[src/esd_pkg.sv]
package esd_pkg;

   localparam int COUNT_BITS = 16;
   localparam int CNT_W = (COUNT_BITS < 16) ? COUNT_BITS : 16;
   localparam int TOTAL_W = 16;

   localparam int QUEUE_DEPTH = 4;
   localparam int QPTR_W = 2;
   localparam int QCNT_W = 3;

   localparam logic [7:0] CHAR_BACKSLASH = 8'h5C;
   localparam logic [7:0] CHAR_ZERO = 8'h30;

   localparam logic [1:0] MODE_PLAIN = 2'd0;
   localparam logic [1:0] MODE_ESCAPE = 2'd1;
   localparam logic [1:0] MODE_OCT1 = 2'd2;
   localparam logic [1:0] MODE_OCT2 = 2'd3;

   typedef struct packed {
      logic [7:0] value;
      logic last;
   } entry_type;

   typedef struct packed {
      logic push0;
      logic push1;
      entry_type entry0;
      entry_type entry1;
   } push_type;

   function automatic logic is_octal(input logic [7:0] b);
      is_octal = (b[7:3] == CHAR_ZERO[7:3]);
   endfunction

   // character for an escape letter or a backslash; hit low when none
   function automatic logic [8:0] escape_map(input logic [7:0] b);
      unique case (b)
         8'h6E: escape_map = {1'b1, 8'h0A};
         8'h74: escape_map = {1'b1, 8'h09};
         8'h66: escape_map = {1'b1, 8'h0C};
         8'h72: escape_map = {1'b1, 8'h0D};
         8'h62: escape_map = {1'b1, 8'h08};
         CHAR_BACKSLASH: escape_map = {1'b1, CHAR_BACKSLASH};
         default: escape_map = {1'b0, 8'h00};
      endcase
   endfunction

endpackage

[src/esd_if.sv]
interface esd_req_if;
   logic valid;
   logic ready;
   logic [7:0] in_byte;
   logic in_last;

   modport source (output valid, output in_byte, output in_last, input ready);
   modport sink (input valid, input in_byte, input in_last, output ready);
endinterface

interface esd_rsp_if;
   logic valid;
   logic ready;
   logic [7:0] out_byte;
   logic out_last;
   logic [esd_pkg::TOTAL_W-1:0] out_total;

   modport source (output valid, output out_byte, output out_last, output out_total,
                   input ready);
   modport sink (input valid, input out_byte, input out_last, input out_total,
                 output ready);
endinterface

[src/escape_sequence_decoder.sv]
// Backslash escape decoder.
// req carries one escaped byte per transaction (in_byte, in_last marks the
// final byte of a string). rsp carries the unescaped bytes (out_byte), a
// flag on the final one (out_last) and the running count of output bytes
// of the string, saturating (out_total).
// The front classifies each byte and pushes zero, one or two entries into
// a four-entry queue; the back stamps the running count and holds the
// result in an output register.
// A request passes through the queue and the output register before it
// reaches rsp. Requests are taken one per cycle while the queue has room;
// results leave one per cycle while the rsp receiver is ready.
// A byte that ends a pending octal value may yield two results, which
// drain one per cycle from the queue while the rsp receiver is ready;
// req_ready falls while fewer than two queue slots are free.
// Reset clears the escape state, the queue, the count and rsp valid.
// When the rsp receiver stalls, the output register holds its result, the
// queue fills and req ready drops.
module escape_sequence_decoder (
   input logic clock,
   input logic reset,
   esd_req_if.sink req,
   esd_rsp_if.source rsp
);

   esd_pkg::push_type push;
   esd_pkg::entry_type q_entry;
   logic space_ok;
   logic q_valid;
   logic q_pop;

   esd_front u_front (
      .clock (clock),
      .reset (reset),
      .in_valid (req.valid),
      .in_ready (req.ready),
      .in_byte (req.in_byte),
      .in_last (req.in_last),
      .space_ok (space_ok),
      .push (push)
   );

   esd_queue u_queue (
      .clock (clock),
      .reset (reset),
      .push (push),
      .space_ok (space_ok),
      .out_valid (q_valid),
      .out_entry (q_entry),
      .pop (q_pop)
   );

   esd_back u_back (
      .clock (clock),
      .reset (reset),
      .q_valid (q_valid),
      .q_entry (q_entry),
      .q_pop (q_pop),
      .out_valid (rsp.valid),
      .out_ready (rsp.ready),
      .out_byte (rsp.out_byte),
      .out_last (rsp.out_last),
      .out_total (rsp.out_total)
   );

endmodule

[src/esd_front.sv]
module esd_front (
   input logic clock,
   input logic reset,
   input logic in_valid,
   output logic in_ready,
   input logic [7:0] in_byte,
   input logic in_last,
   input logic space_ok,
   output esd_pkg::push_type push
);

   logic [1:0] mode_ff, mode_in;
   logic [7:0] oct_ff, oct_in;
   logic accept;
   logic [8:0] mapped;
   logic [7:0] oct_next;
   logic [7:0] digit;

   // plain-text handling of a byte, into the given slot
   logic plain_emit;
   logic [1:0] plain_mode;

   assign in_ready = space_ok;
   assign accept = in_valid && space_ok;
   assign mapped = esd_pkg::escape_map(in_byte);
   assign digit = in_byte - esd_pkg::CHAR_ZERO;
   assign oct_next = {oct_ff[4:0], digit[2:0]};

   always_comb begin
      if (in_byte == esd_pkg::CHAR_BACKSLASH && !in_last) begin
         plain_emit = 1'b0;
         plain_mode = esd_pkg::MODE_ESCAPE;
      end else begin
         plain_emit = 1'b1;
         plain_mode = esd_pkg::MODE_PLAIN;
      end
   end

   always_comb begin
      push = '0;
      push.entry0.value = in_byte;
      push.entry0.last = in_last;
      push.entry1.value = in_byte;
      push.entry1.last = in_last;
      mode_in = mode_ff;
      oct_in = oct_ff;
      unique case (mode_ff)
         esd_pkg::MODE_PLAIN: begin
            push.push0 = plain_emit;
            mode_in = plain_mode;
         end
         esd_pkg::MODE_ESCAPE: begin
            if (mapped[8]) begin
               push.push0 = 1'b1;
               push.entry0.value = mapped[7:0];
               mode_in = esd_pkg::MODE_PLAIN;
            end else if (esd_pkg::is_octal(in_byte)) begin
               oct_in = {5'd0, digit[2:0]};
               mode_in = esd_pkg::MODE_OCT1;
               push.push0 = in_last;
               push.entry0.value = {5'd0, digit[2:0]};
            end else begin
               push.push0 = 1'b1;
               mode_in = esd_pkg::MODE_PLAIN;
            end
         end
         esd_pkg::MODE_OCT1: begin
            if (esd_pkg::is_octal(in_byte)) begin
               oct_in = oct_next;
               mode_in = esd_pkg::MODE_OCT2;
               push.push0 = in_last;
               push.entry0.value = oct_next;
            end else begin
               push.push0 = 1'b1;
               push.entry0.value = oct_ff;
               push.entry0.last = 1'b0;
               push.push1 = plain_emit;
               mode_in = plain_mode;
            end
         end
         default: begin
            if (esd_pkg::is_octal(in_byte)) begin
               push.push0 = 1'b1;
               push.entry0.value = oct_next;
               mode_in = esd_pkg::MODE_PLAIN;
            end else begin
               push.push0 = 1'b1;
               push.entry0.value = oct_ff;
               push.entry0.last = 1'b0;
               push.push1 = plain_emit;
               mode_in = plain_mode;
            end
         end
      endcase
      if (in_last) begin
         mode_in = esd_pkg::MODE_PLAIN;
         oct_in = '0;
      end
      if (!accept) begin
         push.push0 = 1'b0;
         push.push1 = 1'b0;
         mode_in = mode_ff;
         oct_in = oct_ff;
      end
   end

   always_ff @(posedge clock) begin
      if (reset) begin
         mode_ff <= esd_pkg::MODE_PLAIN;
         oct_ff <= '0;
      end else begin
         mode_ff <= mode_in;
         oct_ff <= oct_in;
      end
   end

endmodule

[src/esd_queue.sv]
module esd_queue (
   input logic clock,
   input logic reset,
   input esd_pkg::push_type push,
   output logic space_ok,
   output logic out_valid,
   output esd_pkg::entry_type out_entry,
   input logic pop
);

   esd_pkg::entry_type slots_ff [esd_pkg::QUEUE_DEPTH];
   logic [esd_pkg::QPTR_W-1:0] wr_ff, wr_in;
   logic [esd_pkg::QPTR_W-1:0] rd_ff, rd_in;
   logic [esd_pkg::QCNT_W-1:0] cnt_ff, cnt_in;
   logic [esd_pkg::QPTR_W-1:0] wr_next;
   logic do_pop;

   // two free slots needed: one transaction may push two entries
   assign space_ok = (cnt_ff <= esd_pkg::QCNT_W'(esd_pkg::QUEUE_DEPTH - 2));
   assign out_valid = (cnt_ff != '0);
   assign out_entry = slots_ff[rd_ff];
   assign do_pop = pop && out_valid;
   assign wr_next = wr_ff + 1'b1;

   always_comb begin
      wr_in = wr_ff + esd_pkg::QPTR_W'(push.push0) + esd_pkg::QPTR_W'(push.push1);
      rd_in = rd_ff + esd_pkg::QPTR_W'(do_pop);
      cnt_in = cnt_ff + esd_pkg::QCNT_W'(push.push0) + esd_pkg::QCNT_W'(push.push1)
               - esd_pkg::QCNT_W'(do_pop);
   end

   always_ff @(posedge clock) begin
      if (push.push0) begin
         slots_ff[wr_ff] <= push.entry0;
      end
      if (push.push1) begin
         slots_ff[wr_next] <= push.entry1;
      end
   end

   always_ff @(posedge clock) begin
      if (reset) begin
         wr_ff <= '0;
         rd_ff <= '0;
         cnt_ff <= '0;
      end else begin
         wr_ff <= wr_in;
         rd_ff <= rd_in;
         cnt_ff <= cnt_in;
      end
   end

`ifndef ASSERT_OFF
   a_cnt_bound: assert property (@(posedge clock) disable iff (reset)
      cnt_ff <= esd_pkg::QCNT_W'(esd_pkg::QUEUE_DEPTH))
      else $error("queue count above depth");
   a_push_order: assert property (@(posedge clock) disable iff (reset)
      push.push1 |-> push.push0)
      else $error("second entry pushed without first");
   a_push_space: assert property (@(posedge clock) disable iff (reset)
      push.push0 |-> space_ok)
      else $error("push without room");
   a_ptr_track: assert property (@(posedge clock) disable iff (reset)
      (cnt_ff == '0) |-> (wr_ff == rd_ff))
      else $error("empty queue with pointers apart");
`endif

endmodule

[src/esd_back.sv]
module esd_back (
   input logic clock,
   input logic reset,
   input logic q_valid,
   input esd_pkg::entry_type q_entry,
   output logic q_pop,
   output logic out_valid,
   input logic out_ready,
   output logic [7:0] out_byte,
   output logic out_last,
   output logic [esd_pkg::TOTAL_W-1:0] out_total
);

   logic valid_ff, valid_in;
   logic [7:0] byte_ff;
   logic last_ff;
   logic [esd_pkg::CNT_W-1:0] total_ff;
   logic [esd_pkg::CNT_W-1:0] count_ff, count_in;
   logic [esd_pkg::CNT_W-1:0] count_next;

   assign q_pop = q_valid && (!valid_ff || out_ready);
   assign count_next = (&count_ff) ? count_ff : count_ff + 1'b1;

   always_comb begin
      valid_in = valid_ff;
      count_in = count_ff;
      if (q_pop) begin
         valid_in = 1'b1;
         count_in = q_entry.last ? '0 : count_next;
      end else if (out_ready) begin
         valid_in = 1'b0;
      end
   end

   always_ff @(posedge clock) begin
      if (q_pop) begin
         byte_ff <= q_entry.value;
         last_ff <= q_entry.last;
         total_ff <= count_next;
      end
   end

   always_ff @(posedge clock) begin
      if (reset) begin
         valid_ff <= 1'b0;
         count_ff <= '0;
      end else begin
         valid_ff <= valid_in;
         count_ff <= count_in;
      end
   end

   assign out_valid = valid_ff;
   assign out_byte = byte_ff;
   assign out_last = last_ff;
   assign out_total = esd_pkg::TOTAL_W'(total_ff);

`ifndef ASSERT_OFF
   a_total_nonzero: assert property (@(posedge clock) disable iff (reset)
      valid_ff |-> (total_ff != '0))
      else $error("result with zero running total");
   a_count_restart: assert property (@(posedge clock) disable iff (reset)
      (q_pop && q_entry.last) |=> (count_ff == '0))
      else $error("count not cleared after final byte");
`endif

endmodule

[src/flat_wrapper.sv]
// flat-port wrapper written by rule: the top's interface ports become plain ports
module escape_sequence_decoder_flat 
  (clock, reset, req_valid, req_in_byte, req_in_last, req_ready, rsp_valid, rsp_out_byte, rsp_out_last, rsp_out_total, rsp_ready);
  esd_req_if req_i ();
  esd_rsp_if rsp_i ();
  input logic clock;
  input logic reset;
  input wire logic [$bits(req_i.valid)-1:0] req_valid;
  input wire logic [$bits(req_i.in_byte)-1:0] req_in_byte;
  input wire logic [$bits(req_i.in_last)-1:0] req_in_last;
  output wire logic [$bits(req_i.ready)-1:0] req_ready;
  output wire logic [$bits(rsp_i.valid)-1:0] rsp_valid;
  output wire logic [$bits(rsp_i.out_byte)-1:0] rsp_out_byte;
  output wire logic [$bits(rsp_i.out_last)-1:0] rsp_out_last;
  output wire logic [$bits(rsp_i.out_total)-1:0] rsp_out_total;
  input wire logic [$bits(rsp_i.ready)-1:0] rsp_ready;
  assign req_i.valid = req_valid;
  assign req_i.in_byte = req_in_byte;
  assign req_i.in_last = req_in_last;
  assign req_ready = req_i.ready;
  assign rsp_valid = rsp_i.valid;
  assign rsp_out_byte = rsp_i.out_byte;
  assign rsp_out_last = rsp_i.out_last;
  assign rsp_out_total = rsp_i.out_total;
  assign rsp_i.ready = rsp_ready;
  escape_sequence_decoder u_core (.clock(clock), .reset(reset), .req(req_i), .rsp(rsp_i));
endmodule
[config.mk]
export PLATFORM = sky130hd
export DESIGN_NAME = escape_sequence_decoder_flat
export DESIGN_NICKNAME = d
export VERILOG_FILES = /design/src/esd_pkg.sv /design/src/esd_if.sv /design/src/escape_sequence_decoder.sv /design/src/esd_front.sv /design/src/esd_queue.sv /design/src/esd_back.sv /design/src/flat_wrapper.sv
export SDC_FILE = /design/constraint.sdc
export NUM_CORES = 1
export LEC_CHECK = 0
export BUFFER_PORTS_ARGS = -buffer_cell sky130_fd_sc_hd__buf_4
export CAP_MARGIN = 5
export CORE_MARGIN = 5
export CORE_UTILIZATION = 30
export CTS_CLUSTER_SIZE = 14
export DETAILED_ROUTE_END_ITERATION = 8
export MAX_ROUTING_LAYER = met4
export PLACE_DENSITY = 0.42
export SLEW_MARGIN = 20
export SYNTH_ARGS = -nofsm -noshare
export SYNTH_HDL_FRONTEND = slang
export SYNTH_SLANG_ARGS = --single-unit
[constraint.sdc]
create_clock -name clock -period 3.45 [get_ports clock]
set_input_delay 0.1725 -clock clock [delete_from_list [all_inputs] [get_ports clock]]
set_output_delay 0.1725 -clock clock [all_outputs]
set_load 0.05 [all_outputs]
==> run summary, run 1 <==
CP Capture Type: flip-flop
number of H-tree levels: 3
pre-CTS WS: 0.620 ns
CP startpoint kind: flip-flop
Synth area leaders: edfxtp_1 36%, dfxtp_1 13%, mux4_1 4.2%
IO Count: 40
Die X: 140 um
crit path cell chain: buf_4 -> clkinv_1 -> and4_1 -> a311oi_1 -> o31ai_1 -> inv_1 -> fa_1 -> fa_1 -> xor2_1 -> nor2_1
final setup TNS: 0 ns
Slew headroom: 0.523
status: finished clean
CTS Hold Bufs: 0
fraction of layout instances using a drive strength above 1: 0.192
synthesized cell area: 0.00505 sq mm
GRT Overall Usage: 0.137
die area: 0.0195 sq mm
Routed WL: 12400 um
number of gates resized after CTS: 0
Top FF cell, synth: edfxtp_1
largest net degree at the start of global routing: 30
dpl hpwl: 9120 um
Pins Over Slew Limit: 0
Yosys top cell area share: 0.362
fin cells: 719
row cnt: 47
CP startpoint: u_core.u_front.mode_ff[1]
CTS tree: built
worst IR drop on VDD: 0.000374 V
antenna cells: 0
Req. time, crit path: 3.67 ns
core footprint: 0.0166 sq mm
CTS root buf: clkbuf_16
initial core utilization: 0.305
clk_skew: 0.00624 ns
Syn Nets: 480
final worst-path cycle share: 0.739
most frequent cells after synthesis: 61 x edfxtp_1, 34 x dfxtp_1, 33 x nand2_1
Most common cell on crit path: fa_1
DR pass1 iterations: 5
maxcap violations: 0
Critical Path Fanout Max: 22
Async S/R FF share, synth: 0
CTS buffer count: 9
Tmin final: 2.55 ns
vias: 3694
routed len/inst: 17.3 um
R2R Setup Slk: 0.90 ns
post-synthesis sequential area ratio: 0.497
Post-synth EDFFs: 61
# nets final: 514
Worst Tran Pin Value: 0.710 ns
Post-CTS Repair Setup Buffers: 0
Routed Antenna Nets: 0
RSZ-0062 raised after global routing: false
Mean Syn Cell Area: 11.0 sq um
Leak Pwr: 2.06 nW
Via-to-Cell Ratio: 5.14
IO buf count: 39
CTS max path bufs: 2
Die Y: 140 um
first-pass GRT wire length: 20800 um
worst hold path class: in -> reg
placer congestion estimate: 0.805
vias in the first global route: 3678
top-count cell post-synth: edfxtp_1
Post-Synthesis Cells: 460
CP max-delay cell: fa_1
power density over cell area: 721 mW/mm^2
area grow syn2layout: 16.9%
Final WS setup: 0.901 ns
clock-pin slew on the worst setup and hold paths: 0.07 ns
Yosys cell types: 71
critical path's largest stage delay: 0.42 ns
# placed instances: 703
violation count after the first detailed-route iteration: 267
initial antenna violation count: 0
Max Freq: 392 MHz
number of synthesized register bits: 95
critical path class: reg -> reg
synth warn: 0
min-delay src: rsp_ready
remaining global-route overflow: 0
Setup violations, final: 0
count of final hold-check violations: 0
clock sinks: 95
Worst EP arrival: 2.77 ns
DRC Markers: 0
Reg-to-Reg Start: u_core.u_front.mode_ff[1]
clk_lat worst skew: 0.34 ns
cell taking the most area after synthesis: edfxtp_1
power breakdown:
group / switching (W) / internal (W)
Sequential: 0.000109 / 0.00152
Combinational: 0.00106 / 0.000501
Clock: 0.000429 / 0.000638
Total: 0.00160 / 0.00266
area by class of cell:
type                            instances  area, sq um
Clock buffer                            9          225
Clock inverter                          7         95.1
Fill cell                            1682        10700
Inverter                               18         67.6
Multi-Input combinational cell        317         2330
Sequential cell                        95         2510
Tap cell                              220          275
Timing Repair Buffer                   53          398
layout by cell type (no fill, tap or decap), types with 4 or more instances in the layout:
master     instances
nor2_1            29
xnor2_1           14
nand2_1           33
nand3_1           14
a2bb2oi_1          4
ha_1               4
inv_1             17
nand2b_1           4
and4_1             4
edfxtp_1          61
o22ai_1            4
dfxtp_1           34
nand4_1            8
nor4_1             6
or4_1              5
xor2_1             7
a31oi_1           14
o21ai_2            4
mux4_1             8
a22o_1            19
buf_4             53
o2bb2ai_1          8
nor2b_1            7
a21oi_1           22
nor4_2             4
o21ai_0           18
nor3_1             4
o21a_1             8
o31ai_1            8
clkbuf_16          9
critical path: cells and delay by family, from the launching register on:
| kind | cells | cell delay, ns |
|---|---|---|
| AND/OR/NAND/NOR | 2 | 0.24 |
| flip-flops | 1 | 0.32 |
| AO/OA/AOI/OAI | 2 | 0.45 |
| adder cells (fa/ha/maj) | 2 | 0.80 |
| XOR/XNOR | 1 | 0.16 |
| buffers and inverters | 3 | 0.45 |
registers in the layout, summed over array words and instances, names as in the netlist, 2 cells and up:
| name | flops |
|---|---|
| u_core.u_queue.wr_ff | 2 |
| u_core.u_front.oct_ff | 8 |
| u_core.u_back.out_total | 16 |
| u_core.u_back.count_ff | 16 |
| u_core.u_queue.slots_ff | 36 |
| u_core.u_back.out_byte | 8 |
| u_core.u_queue.cnt_ff | 3 |
| u_core.u_queue.rd_ff | 2 |
| u_core.u_front.mode_ff | 2 |
stage by stage:
step	area (sq um)	total power, W	hold slack [ns]	utilization
after floorplan	5050	0.00278	0.310	-
after global placement	5570	0.00323	0.466	0.336
after detailed placement	5570	0.00324	0.468	0.336
after CTS	5890	0.00433	0.0953	0.355
after global routing	5910	0.00450	0.122	0.356
final	5910	0.00426	0.119	0.356
kinds of logic after synthesis:
logic type / Yosys count / share of synthesized area
fa+ha+maj: 7 / 0.0218
buf+inv: 48 / 0.0448
simple gates: 146 / 0.167
flops: 95 / 0.497
compound gates: 130 / 0.179
xor+xnor: 21 / 0.0364
mux: 13 / 0.0545
worst paths after layout:
check	end	cells after the start
setup / recovery	u_core.u_queue.cnt_ff[2]	10
hold / removal	u_core.u_back.out_valid	4
setup reg to reg	u_core.u_queue.cnt_ff[2]	10
hold reg to reg	u_core.u_front.oct_ff[7]	1
layer usage:
metal  wire length, um  up-vias  global-route usage
met2              5450       63               0.194
met1              6490     1790               0.199
met4                65        0              0.0398
met3               446        2              0.0250
li1                  -     1839                   -
met5                 0        -                   -
Note: power is estimated with default switching activity, not from simulation.
==> run 2, diff against run 1 <==
--- a/config.mk
+++ b/config.mk
@@ -5,6 +5,7 @@
 export SDC_FILE = /design/constraint.sdc
 export NUM_CORES = 1
 export LEC_CHECK = 0
+export ABC_AREA = 1
 export BUFFER_PORTS_ARGS = -buffer_cell sky130_fd_sc_hd__buf_4
 export CAP_MARGIN = 5
 export CORE_MARGIN = 5
==> constraint.sdc (replaced) <==
create_clock -name clock -period 2.6 [get_ports clock]
set_input_delay 0.13 -clock clock [delete_from_list [all_inputs] [get_ports clock]]
set_output_delay 0.13 -clock clock [all_outputs]
set_load 0.05 [all_outputs]
==> run 2 against run 1 <==
Utilization down 0.87 points. Register-to-register slack worse by 0.72 ns. Die area up 3.0%. Critical path type unchanged. Critical endpoint unchanged.
==> run summary, run 2 <==
Final Hold Slack: 0.107 ns (was 0.119 ns)
number of H-tree levels: 3 (unchanged)
R2R Setup Slk: 0.19 ns (was 0.90 ns)
vias: 3905 (was 3694)
Multi-input gate area: 0.00225 sq mm (was 0.00233 sq mm)
initial antenna violation count: 0 (unchanged)
filler instances: 1812 (was 1682)
Tmin final: 2.41 ns (was 2.55 ns)
violation count after the first detailed-route iteration: 242 (was 267)
IO Count: 40 (unchanged)
final worst-path cycle share: 0.929 (was 0.739)
routed len/inst: 14.0 um (was 17.3 um)
xor-xnor portion of the synthesized cell area: 0.0269 (was 0.0364)
area grow syn2layout: 14.4% (was 16.9%)
power density over cell area: 1000 mW/mm^2 (was 721 mW/mm^2)
initial core utilization: 0.304 (was 0.305)
antenna cells: 0 (unchanged)
CP startpoint kind: flip-flop (unchanged)
Leak Pwr: 2.49 nW (was 2.06 nW)
Async S/R FF share, synth: 0 (unchanged)
Syn Nets: 619 (was 480)
Yosys top cell area share: 0.351 (was 0.362)
Register-to-Register Path Depth: 11 (was 10)
critical path class: reg -> reg (unchanged)
stages on the worst setup path: 11 (was 10)
post-synthesis sequential area ratio: 0.481 (was 0.497)
commonest non-fill, non-tap cell in the layout: nand2_1 (was edfxtp_1)
# nets final: 655 (was 514)
Critical Path Fanout Max: 5 (was 22)
clock-pin slew on the worst setup and hold paths: 0.06 ns (was 0.07 ns)
final setup TNS: 0 ns (unchanged)
Die X: 142 um (was 140 um)
crit path cell chain: inv_1 -> ha_1 -> or2_4 -> nand2_4 -> inv_1 -> nand3_2 -> inv_1 -> fa_1 -> fa_1 -> xor2_1 -> nor2_1 (was buf_4 -> clkinv_1 -> and4_1 -> a311oi_1 -> o31ai_1 -> inv_1 -> fa_1 -> fa_1 -> xor2_1 -> nor2_1)
row cnt: 48 (was 47)
largest net degree at the start of global routing: 29 (was 30)
CTS root buf: clkbuf_16 (unchanged)
status: finished clean (unchanged)
fin cells: 865 (was 719)
hold path depth: 4 (unchanged)
fraction of layout instances using a drive strength above 1: 0.188 (was 0.192)
number of synthesized register bits: 95 (unchanged)
GRT Overall Usage: 0.128 (was 0.137)
vias in the first global route: 3761 (was 3678)
synth warn: 0 (unchanged)
Top FF cell, synth: edfxtp_1 (unchanged)
Setup violations, final: 0 (unchanged)
worst hold path class: in -> reg (unchanged)
top-count cell post-synth: nand2_1 (was edfxtp_1)
Biggest register: u_core.u_queue.slots_ff (unchanged)
Reg-to-Reg Start: u_core.u_queue.cnt_ff[2] (was u_core.u_front.mode_ff[1])
number of flip-flops under the largest register name: 36 (unchanged)
FF/Latch Area: 0.00251 sq mm (unchanged)
Worst EP arrival: 2.64 ns (was 2.77 ns)
Largest delay share family, worst path: adder cells (unchanged)
CP max-delay cell: fa_1 (unchanged)
synthesized cell area: 0.00522 sq mm (was 0.00505 sq mm)
dpl hpwl: 8980 um (was 9120 um)
Max Freq: 414 MHz (was 392 MHz)
CTS buffer count: 9 (unchanged)
# placed instances: 849 (was 703)
Die Y: 142 um (was 140 um)
Reg-to-Reg End: u_core.u_queue.cnt_ff[2] (unchanged)
clk_skew: 0.00612 ns (was 0.00624 ns)
cell taking the most area after synthesis: edfxtp_1 (unchanged)
RSZ-0062 raised after global routing: false (unchanged)
IO buf count: 39 (unchanged)
Routed WL: 12100 um (was 12400 um)
core footprint: 0.0172 sq mm (was 0.0166 sq mm)
remaining global-route overflow: 0 (unchanged)
Hold EP: u_core.u_front.mode_ff[1] (was u_core.u_back.out_valid)
Req. time, crit path: 2.83 ns (was 3.67 ns)
Buf/Inv on CP: 3 (unchanged)
CTS Hold Bufs: 0 (unchanged)
CTS max path bufs: 2 (unchanged)
critical path's largest stage delay: 0.41 ns (was 0.42 ns)
Yosys cell types: 47 (was 71)
worst IR drop on VDD: 0.000384 V (was 0.000374 V)
Mean Syn Cell Area: 8.71 sq um (was 11.0 sq um)
Synth area leaders: edfxtp_1 35%, dfxtp_1 13%, nand2_1 12% (was edfxtp_1 36%, dfxtp_1 13%, mux4_1 4.2%)
Routed Antenna Nets: 0 (unchanged)
Post-Synth Simple-Gate Area: 0.255 (was 0.167)
mux cell area share after synthesis: 0 (was 0.0545)
Compound-Gate Fraction of Synth Area: 0.125 (was 0.179)
Pins Over Slew Limit: 0 (unchanged)
die area: 0.0201 sq mm (was 0.0195 sq mm)
Via-to-Cell Ratio: 4.51 (was 5.14)
placer congestion estimate: 0.893 (was 0.805)
DR pass1 iterations: 5 (unchanged)
Most common cell on crit path: inv_1 (was fa_1)
Worst Tran Pin Value: 0.388 ns (was 0.710 ns)
CP Capture Type: flip-flop (unchanged)
Synth Area in Adders: 0.0211 (was 0.0218)
Post-Synthesis Cells: 599 (was 460)
first-pass GRT wire length: 19800 um (was 20800 um)
main combinational cell family by area after synthesis: simple AND/OR/NAND/NOR gates (was compound AO/OA/AOI/OAI gates)
min-delay src: req_valid (was rsp_ready)
clock sinks: 95 (unchanged)
Post-synth EDFFs: 61 (unchanged)
most frequent cells after synthesis: 164 x nand2_1, 61 x edfxtp_1, 61 x nor2_1 (was 61 x edfxtp_1, 34 x dfxtp_1, 33 x nand2_1)
DRC Markers: 0 (unchanged)
maxcap violations: 0 (unchanged)
Post-Route Utilization: 0.348 (was 0.356)
most frequent cells in the layout: 164 x nand2_1, 61 x nor2_1, 61 x edfxtp_1 (was 61 x edfxtp_1, 53 x buf_4, 34 x dfxtp_1)
Slew headroom: 0.740 (was 0.523)
CTS tree: built (unchanged)
Power Total: 0.00599 W (was 0.00426 W)
count of final hold-check violations: 0 (unchanged)
clk_lat worst skew: 0.35 ns (was 0.34 ns)
## run 2: changes by cell type after synthesis, sizes merged, moves of 9 or more
cell and delta:
nand2 +141, clkbuf -10, nor2 +46, a22o -19
inv +41, mux4 -9, o21ai +37, xnor2 -9
nor4 -10, a31oi -13
## run 2: what timing repair did
action,4_1_cts,5_1_grt
buffers inserted,0,0
gates resized for setup,0,1
setup endpoints to repair,0,1
## run 2: worst register-to-register path, delay by kind of cell, from the launching register on
family                   cells  cell delay (ns)
adder cells (fa/ha/maj)      3             0.99
flip-flops                   1             0.34
AND/OR/NAND/NOR              4             0.52
buffers and inverters        3             0.29
XOR/XNOR                     1             0.16
## run 2: logic make-up after synthesis
group | Yosys count
simple gates | 284
compound gates | 113
flops | 95
buf+inv | 84
xor+xnor | 16
fa+ha+maj | 7
## run 2: final cells by class
cell class | count | share of cell area
Clock inverter | 6 | 0.0140
Sequential cell | 95 | 0.421
Multi-Input combinational cell | 420 | 0.376
Inverter | 59 | 0.0405
Tap cell | 225 | 0.0472
Clock buffer | 10 | 0.0384
Timing Repair Buffer | 50 | 0.0629
## run 2: layer usage
metal | track usage | wire (um)
met5 | - | 0
met4 | 0.0596 | 270
met3 | 0.0216 | 416
met2 | 0.181 | 5240
met1 | 0.177 | 6170
## run 2: where the power goes
| group | switching (W) | internal [W] |
|---|---|---|
| registers | 0.000146 | 0.00208 |
| clock network | 0.000579 | 0.000841 |
| logic | 0.00168 | 0.000667 |
| total | 0.00241 | 0.00358 |
## run 2: worst max-delay path by stage
stage | to | slack (ns) | from
global placement | u_core.u_queue.cnt_ff[2] | 0.16 | u_core.u_queue.cnt_ff[2]
CTS | u_core.u_queue.cnt_ff[2] | 0.08 | u_core.u_queue.cnt_ff[2]
floorplan | u_core.u_queue.cnt_ff[2] | 0.05 | u_core.u_back.out_valid
detailed placement | u_core.u_queue.cnt_ff[2] | 0.1 | u_core.u_queue.cnt_ff[2]
global route | u_core.u_queue.cnt_ff[2] | 0.02 | u_core.u_queue.cnt_ff[2]
finish | u_core.u_queue.cnt_ff[2] | 0.19 | u_core.u_queue.cnt_ff[2]
## run 2: through the flow
step	instance area (sq um)	worst slack, ns
2_1_floorplan	5230	0.0492
3_3_place_gp	5650	0.163
3_5_place_dp	5650	0.0966
4_1_cts	5960	0.0782
5_1_grt	5970	0.0233
6_report	5970	0.185
